File: config.mk
export PLATFORM = sky130hd
export DESIGN_NAME = heartbeat_pin_frame_link
export DESIGN_NICKNAME = d
export VERILOG_FILES = /design/src/rtl/hpfl_pkg.sv /design/src/rtl/hpfl_frame_gen.sv /design/src/rtl/hpfl_rx_check.sv /design/src/rtl/heartbeat_pin_frame_link.sv
export SDC_FILE = /design/constraint.sdc
export NUM_CORES = 1
export LEC_CHECK = 0
export BUFFER_PORTS_ARGS = -buffer_cell sky130_fd_sc_hd__buf_2
export CAP_MARGIN = 10
export CORE_UTILIZATION = 40
export CTS_CLUSTER_SIZE = 20
export DETAILED_ROUTE_END_ITERATION = 10
export GPL_TIMING_DRIVEN = 1
export HOLD_SLACK_MARGIN = 0.15
export PLACE_DENSITY_LB_ADDON = 0.12
export REMOVE_ABC_BUFFERS = 1
export SLEW_MARGIN = 20
export SYNTH_ARGS = -nofsm -noshare
export SYNTH_HDL_FRONTEND = slang
export SYNTH_HIERARCHICAL = 1
export SYNTH_SLANG_ARGS = --single-unit
export TNS_END_PERCENT = 100
File: constraint.sdc
create_clock -name clk -period 12.4 [get_ports clk]
set_input_delay 2.48 -clock clk [delete_from_list [all_inputs] [get_ports clk]]
set_output_delay 2.48 -clock clk [all_outputs]
set_load 0.05 [all_outputs]
File: src/rtl/hpfl_pkg.sv
// ----------------------------------------------------------------------------
// hpfl_pkg
// shared types, codes and constants of the heartbeat pin frame link
// ----------------------------------------------------------------------------
package hpfl_pkg;

	localparam int unsigned FRAME_BYTES = 31;
	localparam int unsigned IDX_W       = $clog2(FRAME_BYTES);
	localparam int unsigned PIN_BYTES   = 16;
	localparam int unsigned HEAD_BYTES  = 7;

	localparam logic [7:0] BYTE_STX     = 8'h02;
	localparam logic [7:0] BYTE_ETX     = 8'h03;
	localparam logic [7:0] BYTE_ADDR    = 8'h01;
	localparam logic [7:0] BYTE_LEN     = 8'h1c;
	localparam logic [7:0] BYTE_CMD     = 8'h30;
	localparam logic [7:0] BYTE_FILL    = 8'h52;
	localparam logic [7:0] BYTE_STATUS  = 8'h81;
	localparam logic [7:0] BYTE_ONE     = 8'h31;
	localparam logic [IDX_W-1:0] IDX_SUM      = IDX_W'(29);
	localparam logic [IDX_W-1:0] IDX_PIN_LO   = IDX_W'(4);
	localparam logic [IDX_W-1:0] IDX_PIN_HI   = IDX_W'(19);
	localparam logic [IDX_W-1:0] IDX_SUM_LO   = IDX_W'(2);
	localparam logic [IDX_W-1:0] IDX_LAST     = IDX_W'(FRAME_BYTES - 1);

	typedef enum logic [1:0] {
		MODE_TICK    = 2'd0,
		MODE_RX      = 2'd1,
		MODE_PIN     = 2'd2,
		MODE_CONNECT = 2'd3
	} mode_t;

	typedef enum logic [1:0] {
		KIND_TX     = 2'd0,
		KIND_REJECT = 2'd1,
		KIND_CLOSE  = 2'd2
	} kind_t;

	localparam logic [1:0] REG_SILENCE   = 2'd0;
	localparam logic [1:0] REG_KEEPALIVE = 2'd1;

	typedef enum logic [1:0] {
		ST_IDLE,
		ST_FRAME,
		ST_CLOSE,
		ST_REJECT
	} state_t;

	typedef struct packed {
		logic start;
		logic with_pin;
		logic step;
	} gen_ctrl_t;

	typedef struct packed {
		logic [7:0] tx_byte;
		logic       last;
	} gen_stat_t;

	typedef struct packed {
		logic check;
		logic status_ok;
		logic busy;
		logic ready;
	} rx_stat_t;

endpackage

File: src/rtl/hpfl_frame_gen.sv
// ----------------------------------------------------------------------------
// hpfl_frame_gen
// frame byte sequencer with pin store and one shared checksum adder
// ----------------------------------------------------------------------------
module hpfl_frame_gen
	import hpfl_pkg::*;
(
	input  logic                   clk,
	input  logic                   arst_n,
	input  gen_ctrl_t              ctrl,
	input  logic                   pin_wr,
	input  logic [63:0]            pin_chars_high,
	input  logic [47:0]            pin_chars_low,
	input  logic [15:0]            code_chars,
	output gen_stat_t              stat
);

	logic [7:0]       pin_store [PIN_BYTES];
	logic [IDX_W-1:0] idx_q;
	logic [7:0]       sum_q;
	logic             with_pin_q;
	logic [IDX_W-1:0] pin_off;
	logic [7:0]       cur_byte;

	// pin bytes, first char first
	always_ff @(posedge clk) begin
		if (pin_wr) begin
			for (int i = 0; i < 8; i++) pin_store[i] <= pin_chars_high[63-8*i -: 8];
			for (int i = 0; i < 6; i++) pin_store[8+i] <= pin_chars_low[47-8*i -: 8];
			pin_store[14] <= code_chars[15:8];
			pin_store[15] <= code_chars[7:0];
		end
	end

	assign pin_off = idx_q - IDX_PIN_LO;

	always_comb begin
		if (idx_q == IDX_W'(0))                               cur_byte = BYTE_STX;
		else if (idx_q == IDX_W'(1))                          cur_byte = BYTE_ADDR;
		else if (idx_q == IDX_W'(2))                          cur_byte = BYTE_LEN;
		else if (idx_q == IDX_W'(3))                          cur_byte = BYTE_CMD | {7'd0, with_pin_q};
		else if (with_pin_q && idx_q >= IDX_PIN_LO && idx_q <= IDX_PIN_HI)
			cur_byte = pin_store[pin_off[3:0]];
		else if (idx_q == IDX_SUM)                            cur_byte = sum_q;
		else if (idx_q == IDX_LAST)                           cur_byte = BYTE_ETX;
		else                                                  cur_byte = BYTE_FILL;
	end

	always_ff @(posedge clk or negedge arst_n) begin
		if (!arst_n) begin
			idx_q      <= '0;
			sum_q      <= '0;
			with_pin_q <= 1'b0;
		end else if (ctrl.start) begin
			idx_q      <= '0;
			sum_q      <= '0;
			with_pin_q <= ctrl.with_pin;
		end else if (ctrl.step) begin
			idx_q <= idx_q + IDX_W'(1);
			// checksum covers bytes 2 up to the one before the sum
			if (idx_q >= IDX_SUM_LO && idx_q < IDX_SUM) sum_q <= sum_q + cur_byte;
		end
	end

	assign stat.tx_byte = cur_byte;
	assign stat.last    = (idx_q == IDX_LAST);

endmodule

File: src/rtl/hpfl_rx_check.sv
// ----------------------------------------------------------------------------
// hpfl_rx_check
// keeps the head of a received chunk and decodes the status reply
// ----------------------------------------------------------------------------
module hpfl_rx_check
	import hpfl_pkg::*;
(
	input  logic       clk,
	input  logic       arst_n,
	input  logic       byte_en,
	input  logic       clear,
	input  logic [7:0] rx_byte,
	input  logic       chunk_end,
	output rx_stat_t   stat
);

	logic [7:0] rx_head [HEAD_BYTES];
	logic [2:0] rx_count_q;
	logic       room;
	logic [7:0] last_head;

	assign room = (rx_count_q != 3'(HEAD_BYTES));

	always_ff @(posedge clk) begin
		if (byte_en && room) rx_head[rx_count_q] <= rx_byte;
	end

	always_ff @(posedge clk or negedge arst_n) begin
		if (!arst_n) begin
			rx_count_q <= '0;
		end else if (clear || (byte_en && chunk_end)) begin
			rx_count_q <= '0;
		end else if (byte_en && room) begin
			rx_count_q <= rx_count_q + 3'd1;
		end
	end

	// the seventh byte may be the one arriving now
	assign last_head = (rx_count_q == 3'(HEAD_BYTES - 1)) ? rx_byte : rx_head[6];

	always_comb begin
		stat.check = byte_en && chunk_end && (rx_count_q >= 3'(HEAD_BYTES - 1))
			&& (rx_head[0] == BYTE_STX) && (last_head == BYTE_ETX);
		stat.status_ok = (rx_head[1] == BYTE_STATUS);
		stat.busy      = (rx_head[3] == BYTE_ONE);
		stat.ready     = (rx_head[4] == BYTE_ONE);
	end

endmodule

File: src/rtl/heartbeat_pin_frame_link.sv
// ----------------------------------------------------------------------------
// heartbeat_pin_frame_link
// a tick result passes the state register and then the output register, and items follow
//   one per cycle while the output is not stalled; a frame tick gives 31 bytes plus a close
//   item when the silence limit trips, from the byte sequencer that emits one frame byte per cycle
// no new input is taken while a frame, close or reject item is still to be loaded
// reset: link down, flags and counters cleared, limits back to 16 and 5
// ----------------------------------------------------------------------------
module heartbeat_pin_frame_link
	import hpfl_pkg::*;
(
	input  logic         clk,
	input  logic         arst_n,
	// input stream
	input  logic         s_axis_tvalid,
	output logic         s_axis_tready,
	input  logic [135:0] s_axis_tdata,  // rx_byte, pin_chars_high, pin_chars_low, code_chars
	input  logic         s_axis_tlast,  // chunk_end
	input  logic [1:0]   s_axis_tuser,  // mode
	// output stream
	output logic         m_axis_tvalid,
	input  logic         m_axis_tready,
	output logic [15:0]  m_axis_tdata,  // tx_data, slave_busy, slave_ready, pin_waiting, zero fill
	output logic         m_axis_tlast,  // frame_last
	output logic [1:0]   m_axis_tuser,  // kind
	// register writes
	input  logic         cfg_valid,
	output logic         cfg_ready,
	input  logic [1:0]   cfg_index,
	input  logic [5:0]   cfg_data
);

	// unpacked input fields
	logic [1:0]  in_mode;
	logic [7:0]  in_rx_byte;
	logic [63:0] in_pin_hi;
	logic [47:0] in_pin_lo;
	logic [15:0] in_code;

	assign in_mode    = s_axis_tuser;
	assign in_rx_byte = s_axis_tdata[7:0];
	assign in_pin_hi  = s_axis_tdata[71:8];
	assign in_pin_lo  = s_axis_tdata[119:72];
	assign in_code    = s_axis_tdata[135:120];

	// link state
	state_t     state_q, state_nx;
	logic       link_up_q, busy_q, ready_q, pin_pending_q, close_q;
	logic [5:0] silence_q, silence_limit_q;
	logic [3:0] alive_q, keepalive_q;

	// output register
	logic       out_valid_q;
	logic [1:0] out_kind_q;
	logic [7:0] out_data_q;
	logic       out_last_q, out_busy_q, out_ready_q, out_pin_q;

	// handshakes and per-tick decisions
	logic       accept, out_free;
	logic       tick_go, rx_go, pin_go, conn_go, pin_ok;
	logic [6:0] sn;
	logic [4:0] an;
	logic       t_send, t_close;
	logic [3:0] alive_nx;

	// sequencer outputs
	logic       load;
	logic [1:0] load_kind;
	logic [7:0] load_data;
	logic       load_last;

	gen_ctrl_t  gen_ctrl;
	gen_stat_t  gen_stat;
	rx_stat_t   rx_stat;

	assign cfg_ready = 1'b1;
	assign accept    = s_axis_tvalid && s_axis_tready;
	assign out_free  = !out_valid_q || m_axis_tready;

	assign tick_go = accept && (in_mode == MODE_TICK) && link_up_q;
	assign rx_go   = accept && (in_mode == MODE_RX) && link_up_q;
	assign pin_go  = accept && (in_mode == MODE_PIN);
	assign conn_go = accept && (in_mode == MODE_CONNECT);
	assign pin_ok  = !busy_q && ready_q;

	// counters are compared one bit wider so a full count still trips
	assign sn = {1'b0, silence_q} + 7'd1;
	assign an = {1'b0, alive_q} + 5'd1;

	always_comb begin
		t_send   = 1'b0;
		alive_nx = an[3:0];
		if (pin_pending_q) begin
			t_send   = 1'b1;
			alive_nx = an[4] ? 4'hf : an[3:0];
		end else if (an > {1'b0, keepalive_q}) begin
			t_send   = 1'b1;
			alive_nx = '0;
		end
		t_close = (sn > {1'b0, silence_limit_q});
	end

	// frame sequencer with shared checksum adder
	hpfl_frame_gen u_gen (
		.clk            (clk),
		.arst_n         (arst_n),
		.ctrl           (gen_ctrl),
		.pin_wr         (pin_go && pin_ok),
		.pin_chars_high (in_pin_hi),
		.pin_chars_low  (in_pin_lo),
		.code_chars     (in_code),
		.stat           (gen_stat)
	);

	// received chunk head and status decode
	hpfl_rx_check u_rx (
		.clk       (clk),
		.arst_n    (arst_n),
		.byte_en   (rx_go),
		.clear     (conn_go),
		.rx_byte   (in_rx_byte),
		.chunk_end (s_axis_tlast),
		.stat      (rx_stat)
	);

	// next state
	always_comb begin
		state_nx = state_q;
		unique case (state_q)
			ST_IDLE: begin
				if (tick_go && t_send)       state_nx = ST_FRAME;
				else if (tick_go && t_close) state_nx = ST_CLOSE;
				else if (pin_go && !pin_ok)  state_nx = ST_REJECT;
			end
			ST_FRAME: begin
				if (out_free && gen_stat.last) state_nx = close_q ? ST_CLOSE : ST_IDLE;
			end
			ST_CLOSE, ST_REJECT: begin
				if (out_free) state_nx = ST_IDLE;
			end
			default: state_nx = ST_IDLE;
		endcase
	end

	// sequencer outputs
	always_comb begin
		s_axis_tready     = 1'b0;
		gen_ctrl.start    = 1'b0;
		gen_ctrl.with_pin = pin_pending_q;
		gen_ctrl.step     = 1'b0;
		load              = 1'b0;
		load_kind         = KIND_TX;
		load_data         = 8'd0;
		load_last         = 1'b1;
		unique case (state_q)
			ST_IDLE: begin
				s_axis_tready  = 1'b1;
				gen_ctrl.start = tick_go;
			end
			ST_FRAME: begin
				load          = out_free;
				gen_ctrl.step = out_free;
				load_data     = gen_stat.tx_byte;
				load_last     = gen_stat.last && !close_q;
			end
			ST_CLOSE: begin
				load      = out_free;
				load_kind = KIND_CLOSE;
			end
			ST_REJECT: begin
				load      = out_free;
				load_kind = KIND_REJECT;
			end
			default: ;
		endcase
	end

	// control state
	always_ff @(posedge clk or negedge arst_n) begin
		if (!arst_n) begin
			state_q         <= ST_IDLE;
			link_up_q       <= 1'b0;
			busy_q          <= 1'b0;
			ready_q         <= 1'b0;
			pin_pending_q   <= 1'b0;
			close_q         <= 1'b0;
			silence_q       <= '0;
			alive_q         <= '0;
			silence_limit_q <= 6'd16;
			keepalive_q     <= 4'd5;
			out_valid_q     <= 1'b0;
		end else begin
			state_q <= state_nx;

			if (cfg_valid && cfg_ready) begin
				if (cfg_index == REG_SILENCE)   silence_limit_q <= cfg_data;
				if (cfg_index == REG_KEEPALIVE) keepalive_q     <= cfg_data[3:0];
			end

			if (tick_go) begin
				alive_q   <= alive_nx;
				silence_q <= t_close ? 6'd0 : sn[5:0];
				close_q   <= t_close;
				if (t_close) link_up_q <= 1'b0;
			end

			// any byte on a live link ends the silence
			if (rx_go) silence_q <= '0;
			if (rx_stat.check) begin
				if (rx_stat.status_ok) begin
					busy_q  <= rx_stat.busy;
					ready_q <= rx_stat.ready;
				end else begin
					pin_pending_q <= 1'b0;
				end
			end

			if (pin_go && pin_ok) pin_pending_q <= 1'b1;

			if (conn_go) begin
				link_up_q <= 1'b1;
				silence_q <= '0;
				alive_q   <= '0;
			end

			if (load)               out_valid_q <= 1'b1;
			else if (m_axis_tready) out_valid_q <= 1'b0;
		end
	end

	// output payload, flags as they stand when the item is made
	always_ff @(posedge clk) begin
		if (load) begin
			out_kind_q  <= load_kind;
			out_data_q  <= load_data;
			out_last_q  <= load_last;
			out_busy_q  <= busy_q;
			out_ready_q <= ready_q;
			out_pin_q   <= pin_pending_q;
		end
	end

	assign m_axis_tvalid = out_valid_q;
	assign m_axis_tuser  = out_kind_q;
	assign m_axis_tlast  = out_last_q;
	assign m_axis_tdata  = {5'd0, out_pin_q, out_ready_q, out_busy_q, out_data_q};

endmodule
==> summary.txt, run 1 <==
Clock tree
  • Bufs on Longest Clock Path: 3
  • Setup bufs post-CTS: 0
  • Clock tree root driver cell: clkbuf_16
  • Worst-skew pair later-pin latency: 0.53 ns
  • Sink Count: 227
  • Resized Gates After CTS: 0
  • # hold bufs at CTS: 0
  • TritonCTS clock tree: built
  • CTS buffer count: 25
  • Max H-tree Level: 1
  • Clock transition at path regs: 0.06 ns

Run
  • Max-cap violations: 0

Detailed routing
  • Overall routed net length: 20200 microns
  • DRT met1 WL: 9000 microns
  • DR WL/cell: 17.3 microns
  • Met2 wire len: 9550 microns
  • Routed wl met3: 1240 microns
  • Routed vias/inst: 5.08
  • TritonRoute pass-1 iters: 4
  • Top layer in use: met5
  • DRC: 0
  • Vias: 5931
  • Routed Antenna Nets: 0
  • Iter 0 DRT Violations: 220

Global routing
  • Total gr overflow: 0
  • GRT Resource Usage Total: 0.159
  • Initial antenna violation count: 2
  • Global-route wire length before repair: 32100 microns
  • Vias in the first global route: 6208
  • Largest net degree at the start of global routing: 93

Logic synthesis
  • Synth warn: 6
  • Post-synthesis adder-cell area fraction: 0.0385
  • Post-synthesis xor/xnor area fraction: 0.0115
  • Largest family of logic cells by synthesized area: multiplexers
  • Cell area after synthesis: 9940 sq um
  • Post-synthesis register bit count: 227
  • Number of flops mapped to enable cells by yosys: 182
  • Mapped Cells: 648
  • Netlist cell types: 64
  • Synth Area in Compound Gates: 0.0551
  • Post-synth ARST share: 0.198
  • Predominant post-synthesis flop cell: edfxtp_1
  • Mean Syn Cell Area: 15.3 sq um
  • Post-synthesis sequential area ratio: 0.664
  • Post-synthesis mux area share: 0.107
  • Synth Area in Simple Gates: 0.0958

Worst setup path
  • FF-to-FF Start: u_gen/idx_q[1]
  • R2R depth: 15
  • Critical Path Fanout Max: 35
  • Critical path origin: u_gen/idx_q[1]
  • Kind of critical path: reg -> reg
  • CP endpoint kind: register
  • Worst path arrival time: 5.06 ns
  • WP data required: 12.84 ns
  • Worst r2r dst: u_gen/sum_q[7]
  • Startpoint Class: register
  • Worst setup endpoint: u_gen/sum_q[7]
  • R2r setup slk: 7.78 ns

Run status
  • Run status: finished clean

STA
  • Worst Skew: 0.0214 ns
  • Measured slew at the worst slew-check pin: 1.05 ns
  • Rel. slew slack: 0.291
  • Final period utilization: 0.372
  • Fmax: 217 MHz
  • Crit path time final: 4.62 ns
  • Final number of hold-violating endpoints: 0
  • Final WS setup: 7.78 ns
  • Unrepaired setup endpoints after global routing: no
  • Final setup fails: 0
  • Final max-slew violation count: 0

Layout
  • Fin cells: 1168
  • Final Util: 0.490
  • Commonest non-fill, non-tap cell in the layout: edfxtp_1
  • Syn-to-layout area delta: 19.9%
  • Share of layout cells above drive strength 1: 0.313
  • Final Net Count: 1006
  • Most frequent cells in the layout: edfxtp_1, buf_2, nand2_1, dfrtp_1, nor2_1

Floorplanning
  • DIE WIDTH: 160 microns
  • Die height: 160 microns
  • Io pins: 174
  • Die area: 25500 sq um
  • Initial Utilization: 0.409
  • Std-Cell Rows: 57
  • Core box area: 24300 sq um

Power and ir drop
  • Maximum VDD drop: 0.120 mV
  • P per Cell Area: 205 nW/um^2
  • Leakage Power: 4.54 nW

Placed design
  • Placed Cells: 1121
  • IO buf count: 167
  • Worst slack at placement: 7.15 ns
  • Placer Congestion: 0.822
  • DP HPWL: 14300 microns

Hold path
  • Hold Crit Start: ready_q
  • Tightest Hold Check Type: reg -> reg
## worst min path at each step
stage / slack (ns) / depth (start not counted) / end
floorplan: 0.44 / 0 / out_ready_q
global placement: 0.47 / 1 / link_up_q
detailed placement: 0.48 / 0 / out_ready_q
CTS: 0.48 / 0 / out_ready_q
global route: 0.50 / 0 / out_ready_q
finish: 0.48 / 0 / out_ready_q
## cell families (layout without fill, tap and decap cells)
kind of cell               count (synthesis)  in the layout
DFF                                      227            227
AOI/OAI and AO/OA                         82             82
and+or+nand+nor                          180            180
other                                      2              7
muxes                                     55             55
xor gates and xnor gates                  13             13
buffers and inverters                     59            250
adders and majority gates                 30             30
## per-layer routing
metal,GRT usage,vias up
li1,-,2831
met1,0.214,2883
met2,0.259,185
met3,0.0371,30
met4,0.0415,2
met5,0,-
## layout make-up
cell class / instances / area [sq um]
timing repair buffer: 173 / 887
clock buffer: 36 / 687
multi-input combinational: 366 / 3080
antenna: 1 / 2.50
clock inverter: 10 / 136
fill: 2138 / 12400
sequential: 227 / 6600
inverter: 31 / 116
tap: 324 / 405
## registers in the layout (all words and copies together), names as in the netlist, 2 cells and up
name / count
u_gen/pin_store: 128
u_rx/rx_head: 40
out_data_q: 8
u_gen/sum_q: 8
silence_limit_q: 6
silence_q: 6
u_gen/idx_q: 5
alive_q: 4
keepalive_q: 4
u_rx/rx_count_q: 3
m_axis_tuser: 2
state_q: 2
## critical path, cell delays in order, from the launching register on
cell,delay [ns]
dfrtp_2,0.48
buf_4,0.54
ha_1,0.41
nand2_1,0.08
nand3_1,0.12
nand3_1,0.43
a311oi_1,0.55
a31oi_1,0.08
o22ai_1,0.21
ha_1,0.22
inv_1,0.06
o211ai_1,0.23
a2111oi_0,0.14
nor3_1,0.45
mux4_2,0.39
o2111ai_2,0.10
## through the flow
| step | total power, W | hold slack (ns) | instance area [sq um] | setup TNS, ns |
|---|---|---|---|---|
| 5_1_grt | 0.00257 | 0.501 | 11900 | 0 |
| 6_report | 0.00244 | 0.483 | 11900 | 0 |
| 3_3_place_gp | 0.00171 | 0.469 | 11100 | 0 |
| 2_1_floorplan | 0.00151 | 0.441 | 9790 | -109.62 |
| 4_1_cts | 0.00247 | 0.483 | 11900 | 0 |
| 3_5_place_dp | 0.00172 | 0.480 | 11100 | 0 |
## synth_stat cells, drive strengths merged (9+ instances only)
cell type	instances	share of area
nand3	21	0.011
o21ai	26	0.013
buf	19	0.013
a21oi	15	0.0076
ha	29	0.037
mux2i	9	0.0091
nand2	49	0.019
and2	14	0.0088
nand4	9	0.0057
dfrtp	42	0.11
clkbuf	9	0.0034
inv	30	0.011
nor2	33	0.012
mux4	38	0.088
edfxtp	182	0.55
## power by group
part	leakage, nW	internal, W	switching, W
Clock	0.392	0.000448	0.000288
Combinational	1.94	0.000314	0.000431
Sequential	2.21	0.000896	0.0000644
(Power assumes the default switching activity.)
==> inputs of run 2 (changes only) <==
==> constraint.sdc (replaced) <==
create_clock -name clk -period 4.4 [get_ports clk]
set_input_delay 0.88 -clock clk [delete_from_list [all_inputs] [get_ports clk]]
set_output_delay 0.88 -clock clk [all_outputs]
set_load 0.05 [all_outputs]
==> run 2 against run 1 <==
  * Sequential share of layout area is essentially flat
  * Register-to-register slack worse by 7.4 ns
  * Power increased to 2.8 times the previous value
  * Clock skew rose by 0.00055 ns
  * Cell count grew 0.86%
  * First-iteration DRC count increased by 8.2%
  * Highest routed layer unchanged
==> summary.txt, run 2 (synthesis results as in run 1) <==
Run status
  • Run status: finished clean

Clock tree
  • Setup bufs post-CTS: 0
  • Max H-tree Level: 1
  • # hold bufs at CTS: 0
  • TritonCTS clock tree: built
  • Sink Count: 227
  • CTS buffer count: 25
  • Worst-skew pair later-pin latency: 0.53 ns
  • Clock tree root driver cell: clkbuf_16
  • Bufs on Longest Clock Path: 3
  • Clock transition at path regs: 0.06 ns

Detailed routing
  • Routed Antenna Nets: 0
  • DR WL/cell: 17.4 microns
  • DRC: 0
  • Routed vias/inst: 5.10
  • Overall routed net length: 20500 microns
  • Iter 0 DRT Violations: 238
  • TritonRoute pass-1 iters: 5
  • Vias: 6006

Layout
  • Filler cells: 2098
  • Commonest non-fill, non-tap cell in the layout: edfxtp_1
  • Most frequent cells in the layout: edfxtp_1, buf_2, nand2_1, dfrtp_1, nor2_1
  • Top Registers: u_gen/pin_store (128), u_rx/rx_head (40)
  • Syn-to-layout area delta: 20.0%
  • Final Net Count: 1016
  • Share of layout cells above drive strength 1: 0.321
  • Multi-input logic area: 3090 sq um
  • Storage element area: 6600 sq um
  • Reg with most FFs: u_gen/pin_store
  • Max reg flops: 128

Power and ir drop
  • Tot Pwr: 0.00675 W
  • Maximum VDD drop: 0.312 mV
  • Leakage Power: 4.58 nW
  • P per Cell Area: 566 nW/um^2

Run
  • Max-cap violations: 0

STA
  • Measured slew at the worst slew-check pin: 1.01 ns
  • Final max-slew violation count: 0
  • Worst Skew: 0.0219 ns
  • Final number of hold-violating endpoints: 0
  • Fmax: 247 MHz
  • Final period utilization: 0.919
  • Setup tns final: 0 ns
  • Final setup fails: 0
  • Rel. slew slack: 0.322
  • Crit path time final: 4.05 ns

Worst setup path
  • Startpoint Class: register
  • WP data required: 4.82 ns
  • Critical Path Fanout Max: 21
  • Critical Path, Cell by Cell: mux4_1 -> mux4_2 -> nor2_1 -> a31oi_1 -> a32o_1 -> ha_1 -> a21oi_1 -> o211ai_1 -> a2111oi_0 -> nor3_1 -> or3_1 -> o2111ai_2
  • WP buf/inv: 0
  • CP peak stage delay: 0.66 ns
  • Worst path arrival time: 4.47 ns
  • Slowest stage cell, crit path: dfrtp_4
  • Crit path max-delay family: compound AO/OA/AOI/OAI gates
  • Kind of critical path: reg -> reg
  • CP endpoint kind: register

Placed design
  • IO buf count: 167
  • DP HPWL: 14900 microns
  • Placer Congestion: 0.878

Floorplanning
  • Die area: 25500 sq um
  • DIE WIDTH: 160 microns
  • Initial Utilization: 0.409
  • Core box area: 24300 sq um
  • Io pins: 174
  • Std-Cell Rows: 57
  • Die height: 160 microns

Global routing
  • Global-route wire length before repair: 32400 microns
  • Largest net degree at the start of global routing: 74
  • Vias in the first global route: 6191
  • Total gr overflow: 0
  • Initial antenna violation count: 2
  • GRT Resource Usage Total: 0.162

Hold path
  • Tightest Hold Check Type: in -> async
[run 2: stage by stage]
stage	hold slack [ns]	setup WS [ns]	cells	utilization	area, sq um
finish	0.382	0.355	1178	0.490	11900
global route	0.416	-0.0000213	1177	0.490	11900
CTS	0.486	0.207	1177	0.490	11900
detailed placement	0.475	0.285	1131	0.459	11200
global placement	0.466	0.345	1131	0.459	11200
floorplan	0.441	-7.25	624	-	9790
[run 2: metal layers]
layer	track usage	part of all wire	vias to the layer above
met5	0	0.00039	-
met4	0.0424	0.022	2
met3	0.0361	0.064	35
met2	0.263	0.47	210
met1	0.221	0.45	2909
li1	-	-	2850
[run 2: layout make-up]
class / count / area share
repair buffers: 183 / 0.0814
flip-flops and latches: 227 / 0.553
clock inverters: 19 / 0.00934
diodes: 1 / 0.000210
multi-input cells: 366 / 0.259
inverters: 31 / 0.00976
clock buffers: 27 / 0.0531
well taps: 324 / 0.0340
[run 2: where the power goes]
group	internal (W)	switching (W)	total, W
Sequential	0.00253	0.000192	0.00272
Combinational	0.000919	0.00124	0.00216
Clock	0.00105	0.000825	0.00187
Total	0.00450	0.00226	0.00675
[run 2: timing repair]
item | CTS | global route
hold endpoints to repair | 0 | 0
endpoints found under the setup margin | 0 | 2
resized for setup | 0 | 1
[run 2: worst register-to-register path: stages, from the launching register on]
cell and delay (ns):
dfrtp_4 0.66, mux4_1 0.61, mux4_2 0.51, nor2_1 0.15, a31oi_1 0.08, a32o_1 0.27, ha_1 0.27, a21oi_1 0.21
o211ai_1 0.13, a2111oi_0 0.40, nor3_1 0.17, or3_1 0.40, o2111ai_2 0.08
[run 2: worst paths after layout]
path,from,endpoint,slack (ns),cells after the start
setup / recovery,u_gen/idx_q[1],u_gen/sum_q[7],0.35,12
hold / removal,arst_n,silence_limit_q[3],0.38,1
setup reg to reg,u_gen/idx_q[1],u_gen/sum_q[7],0.35,12
hold reg to reg,ready_q,out_ready_q,0.48,0
max in group asynchronous,arst_n,u_gen/idx_q[1],3.56,1
min in group clk,ready_q,out_ready_q,0.48,0
==> inputs of run 3 (changes only) <==
--- a/config.mk
+++ b/config.mk
@@ -8,6 +8,7 @@
 export BUFFER_PORTS_ARGS = -buffer_cell sky130_fd_sc_hd__buf_2
 export CAP_MARGIN = 10
 export CORE_UTILIZATION = 40
+export CTS_BUF_LIST = sky130_fd_sc_hd__clkbuf_16
 export CTS_CLUSTER_SIZE = 20
 export DETAILED_ROUTE_END_ITERATION = 10
 export GPL_TIMING_DRIVEN = 1
==> run 3 against run 2 <==
  * Core utilization did not move
  * Critical path depth stayed put
  * Routed wire length about the same
  * Clock power about the same
  * Maximum frequency barely moved
  * Cell count unchanged
  * Via count rose by 0.12%
  * Sequential power barely moved
  * Die area unchanged
  * Register-to-register slack about the same
==> summary.txt, run 3 (synthesis results as in run 1) <==
Run status
  • Run status: finished clean

STA
  • Fmax: 247 MHz
  • Measured slew at the worst slew-check pin: 1.01 ns
  • Crit path time final: 4.04 ns
  • Final max-slew violation count: 0
  • Hold Slack: 0.382 ns
  • Worst Skew: 0.0217 ns
  • Final period utilization: 0.919
  • Final number of hold-violating endpoints: 0
  • Final setup fails: 0
  • Rel. slew slack: 0.322

Worst setup path
  • WP buf/inv: 0
  • CP peak stage delay: 0.66 ns
  • Crit path max-delay family: compound AO/OA/AOI/OAI gates
  • Startpoint Class: register
  • Critical Path, Cell by Cell: mux4_1 -> mux4_2 -> nor2_1 -> a31oi_1 -> a32o_1 -> ha_1 -> a21oi_1 -> o211ai_1 -> a2111oi_0 -> nor3_1 -> or3_1 -> o2111ai_2
  • Critical Path Fanout Max: 21
  • Slowest stage cell, crit path: dfrtp_4
  • CP endpoint kind: register
  • Worst path arrival time: 4.47 ns
  • WP data required: 4.82 ns
  • Kind of critical path: reg -> reg

Global routing
  • GRT Resource Usage Total: 0.162
  • Total gr overflow: 0
  • Global-route wire length before repair: 32400 microns
  • Busiest grt layer: met2
  • GR Layer Usage met1: 0.222
  • GR Util met3: 0.0361
  • Vias in the first global route: 6193
  • Initial antenna violation count: 2
  • Largest net degree at the start of global routing: 74
  • M2 GR Usage: 0.263

Layout
  • Fin cells: 1178
  • Most frequent cells in the layout: edfxtp_1, buf_2, nand2_1, dfrtp_1, nor2_1
  • Commonest non-fill, non-tap cell in the layout: edfxtp_1
  • Final Net Count: 1016
  • Syn-to-layout area delta: 20.0%
  • Top Registers: u_gen/pin_store (128), u_rx/rx_head (40)
  • Reg with most FFs: u_gen/pin_store
  • Max reg flops: 128
  • Share of layout cells above drive strength 1: 0.321

Detailed routing
  • Iter 0 DRT Violations: 236
  • TritonRoute pass-1 iters: 5
  • DRC: 0
  • Overall routed net length: 20500 microns
  • DR WL/cell: 17.4 microns
  • Vias: 6013
  • Routed vias/inst: 5.10
  • Routed Antenna Nets: 0

Hold path
  • Tightest Hold Check Type: in -> async

Floorplanning
  • Initial Utilization: 0.409
  • Core box area: 24300 sq um
  • Io pins: 174
  • Die area: 25500 sq um
  • Die height: 160 microns
  • DIE WIDTH: 160 microns
  • Std-Cell Rows: 57

Placed design
  • Placer Congestion: 0.878
  • IO buf count: 167
  • Placed Cells: 1131
  • DP HPWL: 14900 microns

Clock tree
  • CTS buffer count: 25
  • # hold bufs at CTS: 0
  • Worst-skew pair later-pin latency: 0.53 ns
  • Sink Count: 227
  • Clock transition at path regs: 0.06 ns
  • Clock tree root driver cell: clkbuf_16
  • Bufs on Longest Clock Path: 3
  • TritonCTS clock tree: built
  • Max H-tree Level: 1
  • Setup bufs post-CTS: 0

Power and ir drop
  • Leakage Power: 4.59 nW
  • P per Cell Area: 566 nW/um^2
  • Maximum VDD drop: 0.312 mV

Run
  • Max-cap violations: 0
==> run 3: cell count changes in the layout (fill, tap and decap cells not counted), sizes merged <==
cell and change:
clkbuf -2, inv +2
==> run 3: power by group <==
group | switching (W) | leakage, nW | internal [W]
logic | 0.00124 | 1.99 | 0.000919
registers | 0.000192 | 2.21 | 0.00253
clock network | 0.000825 | 0.382 | 0.00104
==> run 3: per-layer routing <==
layer,share of wire,vias up
met5,0.00039,-
met4,0.022,2
met3,0.065,33
met2,0.47,217
met1,0.45,2909
li1,-,2852
==> run 3: worst register-to-register path: stages (launching register included) <==
cell       delay (ns)
dfrtp_4          0.66
mux4_1           0.62
mux4_2           0.51
nor2_1           0.15
a31oi_1          0.08
a32o_1           0.27
ha_1             0.27
a21oi_1          0.21
o211ai_1         0.13
a2111oi_0        0.40
nor3_1           0.17
or3_1            0.40
o2111ai_2        0.08
==> run 3: path summary, 6_finish.rpt <==
path,start,end,slack (ns),cells past startpoint
max in group asynchronous,arst_n,u_gen/idx_q[1],3.56,1
setup / recovery,u_gen/idx_q[1],u_gen/sum_q[7],0.36,12
min in group clk,ready_q,out_ready_q,0.48,0
hold / removal,arst_n,u_gen/idx_q[3],0.38,1
setup reg to reg,u_gen/idx_q[1],u_gen/sum_q[7],0.36,12
hold reg to reg,ready_q,out_ready_q,0.48,0
==> run 3: per-stage QoR <==
stage | utilization | instance area (sq um) | worst slack, ns | total power (W) | setup TNS (ns)
final | 0.490 | 11900 | 0.355 | 0.00675 | 0
after global routing | 0.490 | 11900 | -0.0000213 | 0.00713 | -0.0000213
after CTS | 0.490 | 11900 | 0.207 | 0.00682 | 0
after detailed placement | 0.459 | 11200 | 0.285 | 0.00492 | 0
after global placement | 0.459 | 11200 | 0.345 | 0.00489 | 0
after floorplan | - | 9790 | -7.25 | 0.00426 | -935.37
==> run 3: repair_timing <==
action	in CTS	in global routing
endpoints found under the hold margin	0	0
resized for setup	0	1
setup endpoints to repair	0	2
==> run 3: cell type report <==
| type | instances | area, sq um |
|---|---|---|
| Fill cell | 2098 | 12400 |
| Sequential cell | 227 | 6600 |
| Multi-Input combinational cell | 366 | 3090 |
| Timing Repair Buffer | 183 | 971 |
| Clock buffer | 25 | 626 |
| Tap cell | 324 | 405 |
| Clock inverter | 21 | 119 |
| Inverter | 31 | 116 |
| Antenna cell | 1 | 2.50 |
